[src/hw/rtl/lpf_pkg.sv]
// Shared codes, defaults and controller/datapath interface types for the packet FIFO.
`default_nettype none

package lpf_pkg;

    localparam int DEPTH_DEFAULT = 4096;

    localparam int CMD_W = 2;
    localparam int LEN_W = 16;
    localparam int BYTE_W = 8;
    localparam int STATUS_W = 3;
    localparam int USED_W = 13;

    localparam logic [CMD_W-1:0] CMD_START = 2'd0;
    localparam logic [CMD_W-1:0] CMD_PUSH  = 2'd1;
    localparam logic [CMD_W-1:0] CMD_POP   = 2'd2;

    localparam logic [STATUS_W-1:0] ST_OK       = 3'd0;
    localparam logic [STATUS_W-1:0] ST_FULL     = 3'd1;
    localparam logic [STATUS_W-1:0] ST_EMPTY    = 3'd2;
    localparam logic [STATUS_W-1:0] ST_NO_OPEN  = 3'd3;
    localparam logic [STATUS_W-1:0] ST_BUSY     = 3'd4;
    localparam logic [STATUS_W-1:0] ST_ZERO_LEN = 3'd5;

    typedef logic [3:0] res_kind_t;

    localparam res_kind_t RES_NONE     = 4'd0;
    localparam res_kind_t RES_START_OK = 4'd1;
    localparam res_kind_t RES_FULL     = 4'd2;
    localparam res_kind_t RES_BUSY     = 4'd3;
    localparam res_kind_t RES_NO_OPEN  = 4'd4;
    localparam res_kind_t RES_PUSH     = 4'd5;
    localparam res_kind_t RES_EMPTY    = 4'd6;
    localparam res_kind_t RES_ZERO     = 4'd7;
    localparam res_kind_t RES_POP      = 4'd8;

    typedef struct packed {
        logic      latch_in;
        logic      wr_lo;
        logic      wr_hi;
        logic      wr_data;
        logic      rd_issue;
        logic      cap_lo;
        logic      load_total;
        logic      pop_data;
        logic      res_load;
        res_kind_t res_kind;
    } dp_ctrl_t;

    typedef struct packed {
        logic [CMD_W-1:0] cmd;
        logic             write_open;
        logic             read_rem_zero;
        logic             used_lt2;
        logic             room_short;
        logic             total_zero;
    } dp_stat_t;

endpackage

`default_nettype wire

[src/hw/rtl/lpf_ctrl.sv]
// Controller state machine of the packet FIFO: sequences memory writes, reads and results.
`default_nettype none

module lpf_ctrl (
    input  wire logic                clk,
    input  wire logic                rst_n,
    input  wire logic                start,
    output logic                     busy,
    input  wire lpf_pkg::dp_stat_t   stat,
    output lpf_pkg::dp_ctrl_t        ctrl
);

    localparam logic [2:0] S_IDLE    = 3'd0;
    localparam logic [2:0] S_EXEC    = 3'd1;
    localparam logic [2:0] S_WR_HI   = 3'd2;
    localparam logic [2:0] S_RD_HI   = 3'd3;
    localparam logic [2:0] S_RD_LEN  = 3'd4;
    localparam logic [2:0] S_RD_DATA = 3'd5;

    logic [2:0] state_reg, state_next;

    always_comb
    begin
        state_next = state_reg;
        ctrl = '0;
        ctrl.res_kind = lpf_pkg::RES_NONE;
        unique case (state_reg)
            S_IDLE:
            begin
                if (start)
                begin
                    ctrl.latch_in = 1'b1;
                    state_next = S_EXEC;
                end
            end
            S_EXEC:
            begin
                state_next = S_IDLE;
                unique case (stat.cmd)
                    lpf_pkg::CMD_START:
                    begin
                        if (stat.write_open)
                        begin
                            ctrl.res_load = 1'b1;
                            ctrl.res_kind = lpf_pkg::RES_BUSY;
                        end
                        else if (stat.room_short)
                        begin
                            ctrl.res_load = 1'b1;
                            ctrl.res_kind = lpf_pkg::RES_FULL;
                        end
                        else
                        begin
                            ctrl.wr_lo = 1'b1;
                            state_next = S_WR_HI;
                        end
                    end
                    lpf_pkg::CMD_PUSH:
                    begin
                        ctrl.res_load = 1'b1;
                        if (!stat.write_open)
                            ctrl.res_kind = lpf_pkg::RES_NO_OPEN;
                        else
                        begin
                            ctrl.wr_data = 1'b1;
                            ctrl.res_kind = lpf_pkg::RES_PUSH;
                        end
                    end
                    lpf_pkg::CMD_POP:
                    begin
                        if (!stat.read_rem_zero)
                        begin
                            ctrl.rd_issue = 1'b1;
                            state_next = S_RD_DATA;
                        end
                        else if (stat.used_lt2)
                        begin
                            ctrl.res_load = 1'b1;
                            ctrl.res_kind = lpf_pkg::RES_EMPTY;
                        end
                        else
                        begin
                            // Fetch the low header byte first.
                            ctrl.rd_issue = 1'b1;
                            state_next = S_RD_HI;
                        end
                    end
                    default:
                    begin
                        ctrl.res_load = 1'b1;
                        ctrl.res_kind = lpf_pkg::RES_NONE;
                    end
                endcase
            end
            S_WR_HI:
            begin
                ctrl.wr_hi = 1'b1;
                ctrl.res_load = 1'b1;
                ctrl.res_kind = lpf_pkg::RES_START_OK;
                state_next = S_IDLE;
            end
            S_RD_HI:
            begin
                ctrl.cap_lo = 1'b1;
                ctrl.rd_issue = 1'b1;
                state_next = S_RD_LEN;
            end
            S_RD_LEN:
            begin
                ctrl.load_total = 1'b1;
                if (stat.total_zero)
                begin
                    ctrl.res_load = 1'b1;
                    ctrl.res_kind = lpf_pkg::RES_ZERO;
                    state_next = S_IDLE;
                end
                else
                begin
                    ctrl.rd_issue = 1'b1;
                    state_next = S_RD_DATA;
                end
            end
            S_RD_DATA:
            begin
                ctrl.pop_data = 1'b1;
                ctrl.res_load = 1'b1;
                ctrl.res_kind = lpf_pkg::RES_POP;
                state_next = S_IDLE;
            end
            default:
            begin
                state_next = S_IDLE;
            end
        endcase
    end

    always_ff @(posedge clk or negedge rst_n)
    begin
        if (!rst_n)
            state_reg <= S_IDLE;
        else
            state_reg <= state_next;
    end

    assign busy = (state_reg != S_IDLE);

endmodule

`default_nettype wire

[config.mk]
export PLATFORM = sky130hd
export DESIGN_NAME = lpf_ctrl
export DESIGN_NICKNAME = d
export VERILOG_FILES = /design/src/hw/rtl/lpf_pkg.sv /design/src/hw/rtl/lpf_ctrl.sv
export SDC_FILE = /design/constraint.sdc
export NUM_CORES = 1
export LEC_CHECK = 0
export ABC_AREA = 1
export BUFFER_PORTS_ARGS = -buffer_cell sky130_fd_sc_hd__buf_2
export CORE_AREA = 5 5 42 44
export CTS_CLUSTER_DIAMETER = 200
export DETAILED_ROUTE_END_ITERATION = 10
export DIE_AREA = 0 0 47 49
export GPL_TIMING_DRIVEN = 0
export PLACE_DENSITY = 0.63
export SYNTH_ARGS = -nofsm -noshare
export SYNTH_HDL_FRONTEND = slang
export SYNTH_SLANG_ARGS = --single-unit
[constraint.sdc]
create_clock -name clk -period 2.1 [get_ports clk]
set_input_delay 0.63 -clock clk [delete_from_list [all_inputs] [get_ports clk]]
set_output_delay 0.63 -clock clk [all_outputs]
set_load 0.05 [all_outputs]
==> results.tsv, run 1 <==
stage	metric	value	unit
run_status	status	complete, no violations	
final_layout	share of layout cells above drive strength 1	0.484	
placed_design	global placement routability congestion	0.704	
detailed_routing	DR pass1 iterations	1	
power_and_ir_drop	clock network fraction of total power	0.136	
clocking	CTS buffer count	3	
power_and_ir_drop	worst ir drop on vdd	0.000538	V
floorplanning	Die Y	49	um
detailed_routing	DRC marker count from the first detailed-route iteration	0	
setup_path	Setup crit end kind	primary output	
placed_design	# port buffers	23	
run	total of max-cap violations	0	
sta	RSZ-0062 raised after global routing	true	
grt	first-pass GRT wire length	1550	um
placed_design	post-DP HPWL	789	um
power_and_ir_drop	part of the power in combinational logic	0.728	
detailed_routing	DR WL met2	442	um
clocking	CTS root buf	clkbuf_4	
sta	final hold viol count	0	
yosys	Unique masters post-synth	14	
yosys	#FFs+latches synth	3	
detailed_routing	mean routed wirelength per cell	8.14	um
detailed_routing	met3 wire length	99	um
detailed_routing	via count	470	
setup_path	crit path kind	register to primary output	
grt	initial antenna violation count	0	
setup_path	reg2reg start	state_reg[2]	
yosys	Seq/Total Area, Yosys	0.211	
sta	period utilization	0.960	
sta	setup violators final	0	
setup_path	Worst R2R Path Depth	5	
setup_path	R2R Setup Slk	1.07	ns
clocking	clk buf depth	2	
setup_path	Worst Path Max Fanout	6	
yosys	Post-Syn Area per Cell	5.40	um^2
grt	vias in the first global route	400	
floorplanning	core box area	1400	um^2
final_layout	Synth-to-Final Area Change	59.3	%
detailed_routing	Top Layer Used	met4	
floorplanning	Die Area	2300	um^2
power_and_ir_drop	Cell Pwr Density	1270	nW/um^2
sta	crit path time final	2.02	ns
yosys	syn_nets	76	
grt	Tot GR Track Use	0.0880	
clocking	clock sinks	3	
setup_path	Crit Reg-Reg Endpoint	state_reg[0]	
power_and_ir_drop	Power Internal	0.000295	W
floorplanning	row count	14	
yosys	Synth Instances	66	
power_and_ir_drop	Net Sw Frac	0.591	
yosys	Mapped Area	357	um^2
power_and_ir_drop	Power, Total	0.000722	W
sta	Final Skew	0.00255	ns
power_and_ir_drop	Leak	0.379	nW
clocking	worst-skew pair later-pin latency	0.23	ns
detailed_routing	# DRC	0	
setup_path	Startpoint Class	register	
clocking	H-tree Lvls	1	
floorplanning	Starting Density	0.254	
sta	Fmax	496	MHz
final_layout	most common cell after layout, fill and taps aside	nand2_1	
setup_path	CP required	1.47	ns
detailed_routing	DR vias/cell	4.23	
detailed_routing	final wirelength	903	um
clocking	CTS tree	yes	
sta	max-slew violation count	0	
final_layout	Fill cells	167	
final_layout	Final Net Count	106	
final_layout	max reg flops	3	
floorplanning	floorplan die width	47	um
detailed_routing	M1 WL	352	um
setup_path	Critical Path AT	1.39	ns
floorplanning	I/O pin count	24	
clocking	Worst-path clk slew	0.04	ns
grt	total global routing overflow	0	
hold_path	worst hold path type	input port to async pin	
yosys	Synthesis Warnings	0	
final_layout	antenna fix cells	0	
grt	largest net degree at the start of global routing	7	
power_and_ir_drop	NetSw	0.000427	W
sta	Setup WS post-layout	0.0841	ns
final_layout	most frequent cells in the layout	18 x nand2_1, 17 x buf_2, 11 x inv_1	
placed_design	pre-CTS WS	0.0359	ns
sta	Worst-Margin Slew	0.254	ns
sta	max_slew headroom	0.832	
detailed_routing	Final ANT Viol Nets	0	
power_and_ir_drop	Seq pwr share	0.136	
-- power groups by stage --
stage | Clock [W] | Combinational [W] | Sequential (W)
final | 0.0000983 | 0.000525 | 0.0000981
after global routing | 0.000116 | 0.000561 | 0.000101
after CTS | 0.000105 | 0.000485 | 0.0000971
after detailed placement | 0 | 0.000484 | 0.0000980
after global placement | 0 | 0.000482 | 0.0000974
after floorplan | 0 | 0.000392 | 0.0000935
-- worst max-delay path: stages (launching register included) --
cell	delay, ns
dfrtp_1	0.40
inv_2	0.10
nand2_2	0.08
nor2_4	0.19
nand3_2	0.11
nor2_2	0.11
buf_6	0.16
-- final cells by class --
type | count | area (um^2) | area share
Inverter | 17 | 63.8 | 0.112
Timing Repair Buffer | 25 | 156 | 0.275
Clock buffer | 4 | 26.3 | 0.0463
Multi-Input combinational cell | 46 | 225 | 0.396
Tap cell | 16 | 20.0 | 0.0352
Sequential cell | 3 | 76.3 | 0.134
-- how the worst max path moves through the flow --
| stage | startpoint | to | slack (ns) | depth (start not counted) |
|---|---|---|---|---|
| 2_1_floorplan | state_reg[0] | ctrl[12] | 0.02 | 3 |
| 3_3_place_gp | stat[6] | ctrl[2] | 0.03 | 8 |
| 3_5_place_dp | stat[6] | ctrl[2] | 0.04 | 8 |
| 4_1_cts | state_reg[0] | ctrl[0] | 0.0007 | 6 |
| 5_1_grt | state_reg[2] | ctrl[9] | -0.04 | 6 |
| 6_report | state_reg[2] | ctrl[9] | 0.08 | 6 |
-- cell usage after synthesis --
master	number	area, um^2
nand3_1	5	25.0
nand2_2	2	12.5
nand4_1	1	6.26
dfrtp_1	3	75.1
inv_2	6	22.5
nor2_1	10	37.5
nand2_1	18	67.6
nor2_4	1	11.3
nor2_2	3	18.8
inv_1	11	41.3
o21ai_1	1	5.00
o21ai_0	3	15.0
nand3_2	1	10.0
a21oi_2	1	8.76
-- per-stage QoR --
stage / TNS, ns / cell area (um^2) / hold slack [ns] / cells / utilization
floorplan: 0 / 362 / 0.334 / 66 / -
global route: -0.0611 / 568 / 0.163 / 111 / 0.405
global placement: 0 / 497 / 0.427 / 105 / 0.354
finish: 0 / 568 / 0.185 / 111 / 0.405
CTS: 0 / 523 / 0.176 / 109 / 0.373
detailed placement: 0 / 497 / 0.428 / 105 / 0.354
-- per-layer routing --
layer | vias up | global-route usage
met4 | 0 | 0.0276
met3 | 2 | 0.0406
met2 | 15 | 0.138
met5 | - | 0
li1 | 254 | -
met1 | 199 | 0.103
-- logic make-up after synthesis --
| kind of cell | after synthesis | synth area share |
|---|---|---|
| flip-flops | 3 | 0.211 |
| AND/OR/NAND/NOR | 41 | 0.530 |
| buffers and inverters | 17 | 0.179 |
| AO/OA/AOI/OAI | 5 | 0.0807 |
-- what timing repair did --
action / in CTS / in global routing
setup buffers: 0 / 2
setup endpoints to repair: 0 / 6
gates resized for setup: 0 / 17
hold buffers: 0 / 0
No activity file was read; power rests on OpenSTA's default activity.
==> run 2: changes to the inputs <==
- CELL_PAD_IN_SITES_DETAIL_PLACEMENT: default -> 0
- CELL_PAD_IN_SITES_GLOBAL_PLACEMENT: default -> 2
- CORE_AREA: 5 5 42 44 -> default
- CORE_ASPECT_RATIO: default -> 1.2
- CORE_MARGIN: default -> 1.5
- CORE_UTILIZATION: default -> 18
- DIE_AREA: 0 0 47 49 -> default
- PLACE_DENSITY: 0.63 -> 0.86
==> run 2 against run 1 <==
Effect of this change: register-to-register slack got worse by 0.06 ns; utilization fell by 9.0 points; critical path type unchanged; fmax increased by 0.48%; via count down 1.5%; count of clock-buffer cells in the layout stayed put; wire length fell by 0.44%; total power rose by 3.8%; sequential power fell by 0.4%; critical path depth is the same.
==> results.tsv, run 2 (synthesis results as in run 1) <==
stage	metric	value	unit	change
clocking	hold bufs inserted after CTS	0		unchanged
clocking	clk buf depth	2		unchanged
grt	met2 Use GR	0.164		+0.0262
setup_path	Crit Reg-Reg Endpoint	state_reg[1]		
setup_path	crit path kind	register to primary output		
final_layout	antenna fix cells	0		unchanged
placed_design	global placement routability congestion	0.657		-6.7%
setup_path	Critical Path AT	1.38	ns	about the same
detailed_routing	via count	463		-1.5%
floorplanning	floorplan die width	43.6	um	-7.2%
grt	largest net degree at the start of global routing	7		unchanged
floorplanning	Die Area	2260	um^2	-2.0%
final_layout	share of layout cells above drive strength 1	0.490		+0.00537
setup_path	critical-path cell list	inv_2 > nand2_2 > nor2_4 > nand3_2 > nor2_2 > buf_6		
sta	crit path time final	2.01	ns	-0.00955 ns
clocking	CTS tree	yes		
grt	grt met3 use	0.0208		-0.0198
final_layout	most frequent cells in the layout	18 x nand2_1, 15 x buf_2, 11 x inv_1		
final_layout	max reg flops	3		unchanged
clocking	CTS root buf	clkbuf_4		
placed_design	pre-CTS WS	0.0265	ns	-0.00943 ns
detailed_routing	DR pass1 iterations	2		+1
final_layout	Core Util, Final	0.316		-0.0896
floorplanning	Starting Density	0.193		-0.0618
power_and_ir_drop	Leak	0.384	nW	+1.3%
placed_design	# port buffers	23		unchanged
sta	final hold viol count	0		unchanged
grt	total global routing overflow	0		unchanged
grt	GR peak layer	met2		
setup_path	Setup crit end kind	primary output		
sta	period utilization	0.955		-0.00455
sta	Final Skew	0.000401	ns	-0.00215 ns
sta	Fmax	498	MHz	+0.48%
sta	max-slew violation count	0		unchanged
setup_path	Worst path slowest cell	dfrtp_1		
setup_path	R2R Setup Slk	1.01	ns	-0.06 ns
detailed_routing	# DRC	0		unchanged
floorplanning	I/O pin count	24		unchanged
clocking	H-tree Lvls	1		unchanged
setup_path	Max stage delay on crit path	0.41	ns	about the same
detailed_routing	Final ANT Viol Nets	0		unchanged
detailed_routing	final wirelength	899	um	-0.44%
grt	initial antenna violation count	0		unchanged
final_layout	Final Net Count	107		+0.94%
clocking	CTS buffer count	3		unchanged
setup_path	crit path capture	ctrl[9]		
setup_path	reg2reg start	state_reg[2]		
hold_path	worst hold path type	input port to async pin		
setup_path	Worst Path Max Fanout	5		-1
floorplanning	Die Y	51.8	um	+5.6%
sta	setup violators final	0		unchanged
sta	Sum Neg Setup Slack	0	ns	unchanged
run_status	status	complete, no violations		
sta	max_slew headroom	0.826		-0.00568
detailed_routing	DR vias/cell	4.03		-4.9%
grt	first-pass GRT wire length	1520	um	-1.4%
placed_design	placed cell areas	500	um^2	+0.76%
placed_design	post-DP HPWL	772	um	-2.2%
floorplanning	core box area	1850	um^2	+32%
setup_path	CP Buf/Inv Count	2		unchanged
setup_path	CP required	1.47	ns	about the same
floorplanning	row count	17		+3
final_layout	Synth-to-Final Area Change	63.9	%	
run	total of max-cap violations	0		unchanged
final_layout	design area	584	um^2	+2.9%
power_and_ir_drop	Cell Pwr Density	1280	nW/um^2	+0.94%
power_and_ir_drop	worst ir drop on vdd	0.000414	V	-23%
grt	Tot GR Track Use	0.0912		+0.00314
final_layout	most common cell after layout, fill and taps aside	nand2_1		
sta	Setup WS post-layout	0.0936	ns	+0.00955 ns
setup_path	crit path launch	state_reg[2]		
clocking	Worst-path clk slew	0.04	ns	about the same
clocking	clock sinks	3		unchanged
detailed_routing	mean routed wirelength per cell	7.82	um	-3.9%
setup_path	Critical Path Stages	6		unchanged
clocking	worst-skew pair later-pin latency	0.23	ns	about the same
detailed_routing	DRC marker count from the first detailed-route iteration	2		+2
setup_path	Worst R2R Path Depth	6		+1
setup_path	Startpoint Class	register		
grt	met1 usage	0.0905		-0.0128
setup_path	Top delay family on crit path	simple AND/OR/NAND/NOR gates		
grt	vias in the first global route	415		+3.8%
sta	Worst-Margin Slew	0.258	ns	+0.00405 ns
## run 2: cell count changes in the layout (fill, tap and decap cells not counted)
| cell | change |
|---|---|
| buf_2 | -2 |
| buf_4 | +1 |
| clkbuf_4 | +2 |
## run 2: power breakdown
group	leakage [nW]	internal [W]	switching (W)
combinational	0.331	0.000172	0.000378
sequential	0.0379	0.0000740	0.0000237
clock	0.0150	0.0000713	0.0000307
## run 2: cell type report
class | count | area, um^2
Sequential cell | 3 | 76.3
Clock buffer | 4 | 26.3
Multi-Input combinational cell | 46 | 225
Fill cell | 228 | 1270
Inverter | 17 | 63.8
Timing Repair Buffer | 26 | 169
Tap cell | 19 | 23.8
## run 2: stage by stage
stage | instances | hold WS [ns] | power, W
after global routing | 115 | 0.169 | 0.000810
after floorplan | 66 | 0.334 | 0.000486
after CTS | 112 | 0.176 | 0.000694
after global placement | 108 | 0.427 | 0.000583
after detailed placement | 108 | 0.430 | 0.000581
final | 115 | 0.184 | 0.000750
## run 2: routing by layer
metal  wire [um]  vias up
li1            -      254
met1         377      196
met2         476       13
met3          45        0
met4           0        0
met5           0        -
## run 2: worst reg2reg max path: cells and delay by family, from the launching register on
family / cells / cell delay (ns)
flops: 1 / 0.41
simple gates: 4 / 0.38
buf+inv: 2 / 0.24
## run 2: how the worst min path moves through the flow
stage                         endpoint  slack (ns)  startpoint  cells after the start
after floorplan           state_reg[0]        0.33       rst_n                      0
after global placement    state_reg[0]        0.43       rst_n                      1
after detailed placement  state_reg[0]        0.43       rst_n                      1
after CTS                 state_reg[2]        0.18       rst_n                      1
after global routing      state_reg[0]        0.17       rst_n                      1
final                     state_reg[2]        0.18       rst_n                      1
## run 2: what timing repair did
action                                  in CTS  in global routing
resized for setup                            2                 15
endpoints found under the setup margin       2                  7
pin swaps                                    0                  2
setup buffers                                0                  3
==> run 3: changes to the inputs <==
- ABC_AREA: 1 -> default
- CORE_UTILIZATION: 18 -> 22
- CTS_CLUSTER_SIZE: default -> 40
- PLACE_DENSITY: 0.86 -> 0.85
==> run 3 against run 2 <==
Effect of this change: the run now ends with setup timing left; sequential share of layout area down 3.8 points; combinational power down 31%; synthesized area up 16%; fmax down 11%; register-to-register slack worse by 0.20 ns; critical path type is now input port to primary output; clock skew about the same.
==> results.tsv, run 3 <==
stage	metric	value	unit	change
final_layout	max reg flops	3		unchanged
yosys	Seq/Total Area, Yosys	0.181		-0.0298
yosys	Mapped Area	415	um^2	+16%
setup_path	Startpoint Class	input port		
run_status	status	finished, violations left		
final_layout	Final Net Count	101		-5.6%
yosys	Synthesis Warnings	0		unchanged
clocking	Worst-path clk slew	0.04	ns	about the same
yosys	Synth area leader	dfrtp_1		
floorplanning	Starting Density	0.230		+0.0371
sta	Sum Neg Setup Slack	-0.654	ns	-0.654 ns
final_layout	most common cell after layout, fill and taps aside	buf_2		
clocking	CTS tree	yes		
yosys	area fraction in compound gates after synthesis	0.244		+0.163
sta	crit path time final	2.26	ns	+0.255 ns
grt	vias in the first global route	475		+14%
setup_path	Worst Path Max Fanout	5		unchanged
yosys	main combinational cell family by area after synthesis	simple AND/OR/NAND/NOR gates		
setup_path	Max stage delay on crit path	0.43	ns	+0.02 ns
floorplanning	floorplan die width	42.7	um	-2.2%
placed_design	global placement routability congestion	0.729		+11%
run	total of max-cap violations	0		unchanged
detailed_routing	# DRC	0		unchanged
hold_path	worst hold path type	input port to async pin		
yosys	top cells by count, synth	5 x inv_1, 5 x nor2_1, 4 x a21oi_1, 4 x nand2b_1		
final_layout	Core Util, Final	0.455		+0.139
floorplanning	Die Area	2160	um^2	-4.4%
final_layout	Fill cells	185		-19%
sta	final hold viol count	0		unchanged
setup_path	Top delay family on crit path	simple AND/OR/NAND/NOR gates		
detailed_routing	Final ANT Viol Nets	0		unchanged
clocking	worst-skew pair later-pin latency	0.23	ns	about the same
yosys	top-area cell type share of the netlist area	0.181		-0.0298
run_status	failing checks	setup timing		
setup_path	Setup crit end kind	primary output		
placed_design	placed cell areas	628	um^2	+25%
setup_path	Critical Path AT	1.63	ns	+0.25 ns
yosys	post-synthesis xor/xnor area fraction	0		unchanged
yosys	Unique masters post-synth	31		+17
setup_path	CP Buf/Inv Count	2		unchanged
power_and_ir_drop	Seq pwr share	0.141		+0.011
yosys	ys async rst share	1.00		unchanged
detailed_routing	final wirelength	1260	um	+40%
detailed_routing	DR pass1 iterations	4		+2
setup_path	CP required	1.47	ns	about the same
power_and_ir_drop	part of the power in combinational logic	0.682		-0.052
floorplanning	row count	17		unchanged
final_layout	share of layout cells above drive strength 1	0.678		+0.188
final_layout	design area	822	um^2	+41%
yosys	Synth Instances	54		-18%
placed_design	post-DP HPWL	885	um	+15%
clocking	clock sinks	3		unchanged
clocking	H-tree Lvls	1		unchanged
grt	total global routing overflow	0		unchanged
sta	setup violators final	6		+6
detailed_routing	mean routed wirelength per cell	11.5	um	+47%
power_and_ir_drop	clock network fraction of total power	0.177		+0.041
yosys	Post-Syn Area per Cell	7.69	um^2	+42%
power_and_ir_drop	Net Sw Frac	0.464		-0.113
final_layout	Synth-to-Final Area Change	97.9	%	
yosys	number of synthesized flops with an enable pin	0		unchanged
sta	period utilization	1.08		+0.121
sta	Worst-Margin Slew	0.249	ns	-0.00870 ns
sta	max-slew violation count	0		unchanged
power_and_ir_drop	worst ir drop on vdd	0.000343	V	-17%
placed_design	pre-CTS WS	-0.329	ns	-0.355 ns
yosys	multiplexer area fraction after synthesis	0.0271		+0.0271
yosys	#FFs+latches synth	3		unchanged
yosys	syn_nets	64		-16%
sta	Final Skew	0.000686	ns	+0.000285 ns
detailed_routing	DRC marker count from the first detailed-route iteration	1		-1
detailed_routing	via count	510		+10%
yosys	Post-Synth Adder-Cell Area	0		unchanged
floorplanning	I/O pin count	24		unchanged
final_layout	antenna fix cells	0		unchanged
setup_path	Worst path slowest cell	or3_4		
grt	initial antenna violation count	0		unchanged
grt	Tot GR Track Use	0.118		+0.0270
clocking	clk buf depth	2		unchanged
final_layout	area of the multi-input gates	398	um^2	+77%
yosys	commonest register cell after synthesis	dfrtp_1		
grt	first-pass GRT wire length	1950	um	+28%
floorplanning	Die Y	50.6	um	-2.2%
final_layout	Reg area	76.3	um^2	unchanged
power_and_ir_drop	Power Internal	0.000300	W	-5.6%
clocking	CTS root buf	clkbuf_4		
yosys	simple-gate share of the synthesized area	0.431		-0.0991
clocking	CTS buffer count	3		unchanged
clocking	hold bufs inserted after CTS	0		unchanged
power_and_ir_drop	NetSw	0.000259	W	-40%
final_layout	most frequent cells in the layout	13 x buf_2, 11 x buf_6, 10 x buf_4		
yosys	top cells by area, synth	dfrtp_1 18%, nand2b_1 6.0%, buf_6 5.4%		
placed_design	# port buffers	23		unchanged
sta	Fmax	442	MHz	-11%
setup_path	critical-path cell list	buf_2 > or3_4 > o32ai_4 > buf_6		
grt	largest net degree at the start of global routing	11		+4
sta	max_slew headroom	0.835		+0.00876
power_and_ir_drop	Cell Pwr Density	680	nW/um^2	-47%
detailed_routing	DR vias/cell	4.68		+16%
setup_path	crit path kind	input port to primary output		
floorplanning	core box area	1810	um^2	-2.3%
sta	Setup WS post-layout	-0.161	ns	-0.255 ns
power_and_ir_drop	Power, Total	0.000559	W	-25%
setup_path	R2R Setup Slk	0.81	ns	-0.20 ns
sta	RSZ-0062 raised after global routing	true		
power_and_ir_drop	Leak	0.386	nW	+0.56%
[run 3: layout make-up]
cell class | instances | area share
well taps | 19 | 0.0289
inverters | 5 | 0.0228
multi-input cells | 43 | 0.484
flip-flops and latches | 3 | 0.0928
repair buffers | 33 | 0.317
clock buffers | 4 | 0.0320
plain buffers | 2 | 0.0228
[run 3: power groups by stage]
stage | sequential (W) | combinational, W | clock (W)
after floorplan | 0.0000774 | 0.000240 | 0
after global placement | 0.0000797 | 0.000297 | 0
after detailed placement | 0.0000800 | 0.000297 | 0
after CTS | 0.0000786 | 0.000362 | 0.000102
after global routing | 0.0000788 | 0.000402 | 0.000112
final | 0.0000789 | 0.000381 | 0.0000989
[run 3: cell families (layout without fill, tap and decap cells)]
group | Yosys count | after routing
simple gates | 28 | 28
compound gates | 14 | 14
buf+inv | 8 | 44
flops | 3 | 3
mux | 1 | 1
[run 3: routing by layer]
layer  part of all wire  vias to the layer above  GRT usage
met5                  0                        -          0
met4                  0                        0     0.0313
met3              0.029                        0     0.0216
met2               0.54                       12      0.202
met1               0.43                      233      0.149
li1                   -                      265          -
[run 3: stage by stage]
stage / hold WS, ns / instances
floorplan: 0.334 / 54
global placement: 0.424 / 96
detailed placement: 0.427 / 96
CTS: 0.185 / 107
global route: 0.175 / 109
finish: 0.190 / 109
[run 3: what timing repair did]
action                                  4_1_cts  5_1_grt
setup buffers                                 7        3
resized for setup                            25        6
endpoints found under the setup margin        9        9
pin swaps                                     3        3
[run 3: path summary, 6_finish.rpt]
kind / from / end / cells past startpoint
max: stat[5] / ctrl[1] / 4
min: rst_n / state_reg[2] / 1
max reg2reg: state_reg[1] / state_reg[1] / 4
min reg2reg: state_reg[0] / state_reg[2] / 2
max in group asynchronous: rst_n / state_reg[0] / 1
min in group clk: state_reg[0] / state_reg[2] / 2
